<file path="config.mk">
export PLATFORM = sky130hd
export DESIGN_NAME = salcp_ram
export DESIGN_NICKNAME = d
export VERILOG_FILES = /design/src/sv/salcp_ram.sv
export SDC_FILE = /design/constraint.sdc
export NUM_CORES = 2
export LEC_CHECK = 0
export BUFFER_PORTS_ARGS = -buffer_cell sky130_fd_sc_hd__buf_2
export CAP_MARGIN = 10
export CORE_MARGIN = 5
export CORE_UTILIZATION = 50
export CTS_CLUSTER_SIZE = 16
export DETAILED_ROUTE_END_ITERATION = 7
export PLACE_DENSITY = 0.64
export SYNTH_ARGS = -nofsm -noshare
export SYNTH_HDL_FRONTEND = slang
export SYNTH_SLANG_ARGS = --single-unit
</file>
<file path="constraint.sdc">
create_clock -name clk -period 4.28 [get_ports clk]
set_input_delay 0.214 -clock clk [delete_from_list [all_inputs] [get_ports clk]]
set_output_delay 0.214 -clock clk [all_outputs]
set_load 0.05 [all_outputs]
</file>
<file path="src/sv/salcp_ram.sv">
// generic single-port-write, single-port-read ram with registered read
`default_nettype none
module salcp_ram #(
  parameter int WIDTH = 8,
  parameter int DEPTH = 256,
  localparam int AW = $clog2(DEPTH)
) (
  input  wire logic             clk,
  input  wire logic             we,
  input  wire logic [AW-1:0]    waddr,
  input  wire logic [WIDTH-1:0] wdata,
  input  wire logic [AW-1:0]    raddr,
  output logic      [WIDTH-1:0] rdata
);

  logic [WIDTH-1:0] mem [DEPTH];

  // write port and registered read port
  always_ff @(posedge clk) begin
    if (we) begin
      mem[waddr] <= wdata;
    end
    rdata <= mem[raddr];
  end

endmodule
`default_nettype wire

</file>
# Yosys cells after proc, flatten, opt, wreduce, memory -nomap -nowiden

Memory sizes are Yosys's and may differ from the RTL's. A register that Yosys moved wholly into a read port is not among the register bits.
Cells that the tools add are included.

Register bits: 0
Bits in writable memories: 2048
Input bits: 26
Output and inout bits: 8
Memories: 1

Memories:

| memory | words | bits a word | read ports | clocked after memory_dff | write ports | RTL line | RTL |
|---|---|---|---|---|---|---|---|
| mem    | 256   | 8           | 1          | 1                        | 1           | 16       | `logic [WIDTH-1:0] mem [DEPTH];` |

Muxes and demuxes: 2

Operators with widths:

| cell   | number |
|---|---|
| $mux 1 | 2 |

# Longest topological paths before layout

Depth after elaboration: 2
Depth in mapped cells: 11

# Worst setup path before layout

No wires, ideal clock.

Path kind: input -> register
From: input port raddr[0]
To: register rdata[2], read port of mem
Library setup time: 131 ps
Data arrival time: 2021 ps
Data required time: 4149 ps
Path slack: 2128 ps
Stages: 9
Path buffers: 4
Cell sequence: buf_6 > buf_12 > buf_8 > buf_2 > mux4_2 > a22oi_1 > a21oi_1 > nor4_1 > nor4_2

RTL lines:

| what               | RTL line | RTL |
|---|---|---|
| start: declaration | 12       | `input wire logic [AW-1:0] raddr,` |
| end: declaration   | 13       | `output logic [WIDTH-1:0] rdata` |

==> impl_metrics.py <==
metrics = {
    "worst_setup_path": {
        "cp.required_ns": 4.94,
        "worstSetupStartpointType": "flip-flop",
        "ff2ff_path_depth": 6,
        "cp-end-kind": "flip-flop",
        "crit_type": "flip-flop to flip-flop",
        "arrival_ns": 3.82,
        "r2r-start": "mem[82][3]",
        "reg2reg_slack_ns": 1.13,
        "cp_max_fo": 1,
        "r2r-end": "rdata[3]",
    },
    "placement": {
        "portBuffers": 33,
        "gp_congestion": 0.846,
        "hpwl_mm": 121,
        "dp.cells": 5793,
    },
    "routing": {
        "wl_met2_mm": 91.9,
        "drt-pass1-iter-count": 6,
        "wl_met1_mm": 80.1,
        "ant_nets": 0,
        "vias": 39015,
        "drc": 0,
        "dr.max_layer_used": "met5",
        "wl_per_cell_um": 31.6,
        "drt_wl_total_mm": 195,
        "avgViaCountPerCell": 6.32,
        "wl_met3_mm": 18.4,
        "drtIter0Drc": 4948,
    },
    "floorplanning": {
        "row_count": 146,
        "die-width_um": 409,
        "placeableCoreArea_um2": 158000,
        "design.portCount": 34,
        "die_y_um": 409,
        "initial_core_util_pct": 50.2,
        "die_area_um2": 167000,
    },
    "timing": {
        "rsz0062_at_grt": "false",
        "finalCritPeriodShare_pct": 73.7,
        "fin_setup_tns_ns": 0,
        "slew_violations": 0,
        "fin_crit_ns": 3.15,
        "tightestPinTransition_ns": 1.29,
        "hold_viol": 24,
        "holdWs_ns": -0.0180,
        "setup_violations": 0,
        "relSlewSlack_pct": 14.2,
        "fin_skew_ns": 0.0440,
        "timing.fmax_ghz": 0.317,
    },
    "worst_hold_path": {
        "min_from": "wdata[6]",
        "min_to": "mem[167][6]",
        "hold_depth": 1,
        "min_path_type": "primary input to flip-flop",
    },
    "logic_synthesis": {
        "synthesis.area_um2": 79600,
        "synth_edf_count": 2048,
        "yosysTopAreaCell": "edfxtp_1",
        "ys_types": 55,
        "synth_cells": 3733,
        "synth_nets": 3759,
        "async_reset_ff_share_pct": 0,
        "synth_flop_cell": "edfxtp_1",
        "synth.yosys.seq_area_share_pct": 77.5,
        "yosys_register_bits": 2056,
        "avgSynthCellArea_um2": 21.3,
        "synthMostInstantiatedCell": "edfxtp_1",
        "synth_commonest_cells": "edfxtp_1, mux4_2, nor2_1",
        "synth.area.top_cells": "edfxtp_1, mux4_2, mux2i_1",
        "synth_top_area_share_pct": 77.3,
        "ys_warn_count": 0,
    },
    "pwr": {
        "p_per_area_nw_per_um2": 460,
        "peakVddDrop_mv": 0.376,
        "switching_share_pct": 21.1,
        "clock_power_share_pct": 40.6,
        "p_comb_share_pct": 5.1,
        "power.leakage_nw": 27.5,
        "p_seq_share_pct": 54.3,
        "p_int_mw": 32.3,
        "switchingPower_mw": 8.66,
    },
    "clock_network": {
        "h-tree-depth": 4,
        "clk_latency_ns": 0.82,
        "cts_buffers": 199,
        "path_clk_slew_ns": 0.06,
        "cts_tree": "yes",
        "ctsLongestPathBuffers": 3,
        "clockRootBuffer": "clkbuf_16",
        "cts.sinks": 2056,
        "cts_resized": 0,
    },
    "global_route": {
        "grt_usage_pct": 23.3,
        "grt_pass1_wl_mm": 282,
        "first_global_vias": 38884,
        "grt_max_degree": 166,
        "antenna_found_initial": 8,
        "grt.overflow.total": 0,
    },
    "final_layout": {
        "drive_above_1_share_pct": 23.3,
        "nNetsFinal": 3955,
        "final_cells": 6170,
        "syn_to_final_growth_pct": 11.9,
    },
    "status": {
        "violations": "hold timing",
        "status": "finished, violations left",
    },
    "job": {
        "max_cap_violations": 0,
    },
}
==> power by group through the flow <==
| stage | registers [mW] | logic (mW) | clock network [mW] |
|---|---|---|---|
| after detailed placement | 22.7 | 2.08 | 0 |
| after global placement | 22.7 | 2.06 | 0 |
| after floorplan | 22.7 | 1.08 | 0 |
| after global routing | 22.2 | 2.19 | 17.7 |
| final | 22.2 | 2.09 | 16.6 |
| after CTS | 22.2 | 2.09 | 16.9 |
==> cell families after synthesis <==
group                  share of synthesized area [%]
and+or+nand+nor                                 2.63
AOI/OAI and AO/OA                               3.42
muxes                                           14.6
DFF                                             77.5
buffers and inverters                           1.83
==> critical path: stages, from the launching register on <==
cell and delay, ns:
edfxtp_1 0.38, mux4_2 0.48, a22o_1 0.24, a221oi_1 0.90
o32ai_1 0.28, nor3_1 0.58, nor4_1 0.17
==> placed cells by master, fill, tap and decap left out, types with 46 or more instances in the layout <==
cell       count
a22oi_1      133
nor2_1       279
mux2i_1      134
edfxtp_1    2048
clkbuf_1      63
clkbuf_16    207
buf_4        162
a21oi_1       96
o221ai_1      46
mux4_2       454
==> how the worst max path moves through the flow <==
stage / startpoint / to / slack, ns / cells after the start
finish: mem[82][3] / rdata[3] / 1.13 / 6
global route: mem[83][5] / rdata[5] / 1.11 / 6
CTS: mem[83][5] / rdata[5] / 1.18 / 6
detailed placement: raddr[0] / rdata[5] / 0.44 / 8
global placement: raddr[0] / rdata[5] / 0.48 / 8
floorplan: raddr[0] / rdata[2] / 2.13 / 9
==> stage by stage <==
step | area [um2] | setup slack [ns] | utilization, % | hold slack [ns] | power (mW)
floorplan | 79600 | 2.13 | - | 0.313 | 23.8
global placement | 82800 | 0.479 | 52.3 | 0.712 | 24.7
finish | 89000 | 1.13 | 56.2 | -0.0180 | 41.0
CTS | 89000 | 1.18 | 56.2 | 0.0273 | 41.2
detailed placement | 82800 | 0.444 | 52.3 | 0.714 | 24.8
global route | 89000 | 1.11 | 56.2 | 0.0209 | 42.1
==> flip-flops by register name (all words and copies together) (netlist names) <==
name   count
mem     2048
rdata      8
==> layer usage <==
metal	global-route usage (%)	vias up
met4	6.06	4
met1	34.4	20740
met2	35.7	1848
met3	5.34	292
met5	0	-
li1	-	16131
==> layout make-up <==
class                   instances  area (um2)
diodes                          8        20.0
clock buffers                 272        5440
clock inverters                90         688
fillers                     11622       69400
inverters                       2        7.51
multi-input cells            1442       16500
flip-flops and latches       2056       61700
well taps                    2072        2590
repair buffers                228        2110
==> what timing repair did <==
| item | CTS | global route |
|---|---|---|
| setup buffers | 0 | 0 |
| hold buffers | 7 | 0 |
| endpoints found under the hold margin | 567 | 0 |
| endpoints found under the setup margin | 0 | 0 |
Power figures use the tool's default switching activity.
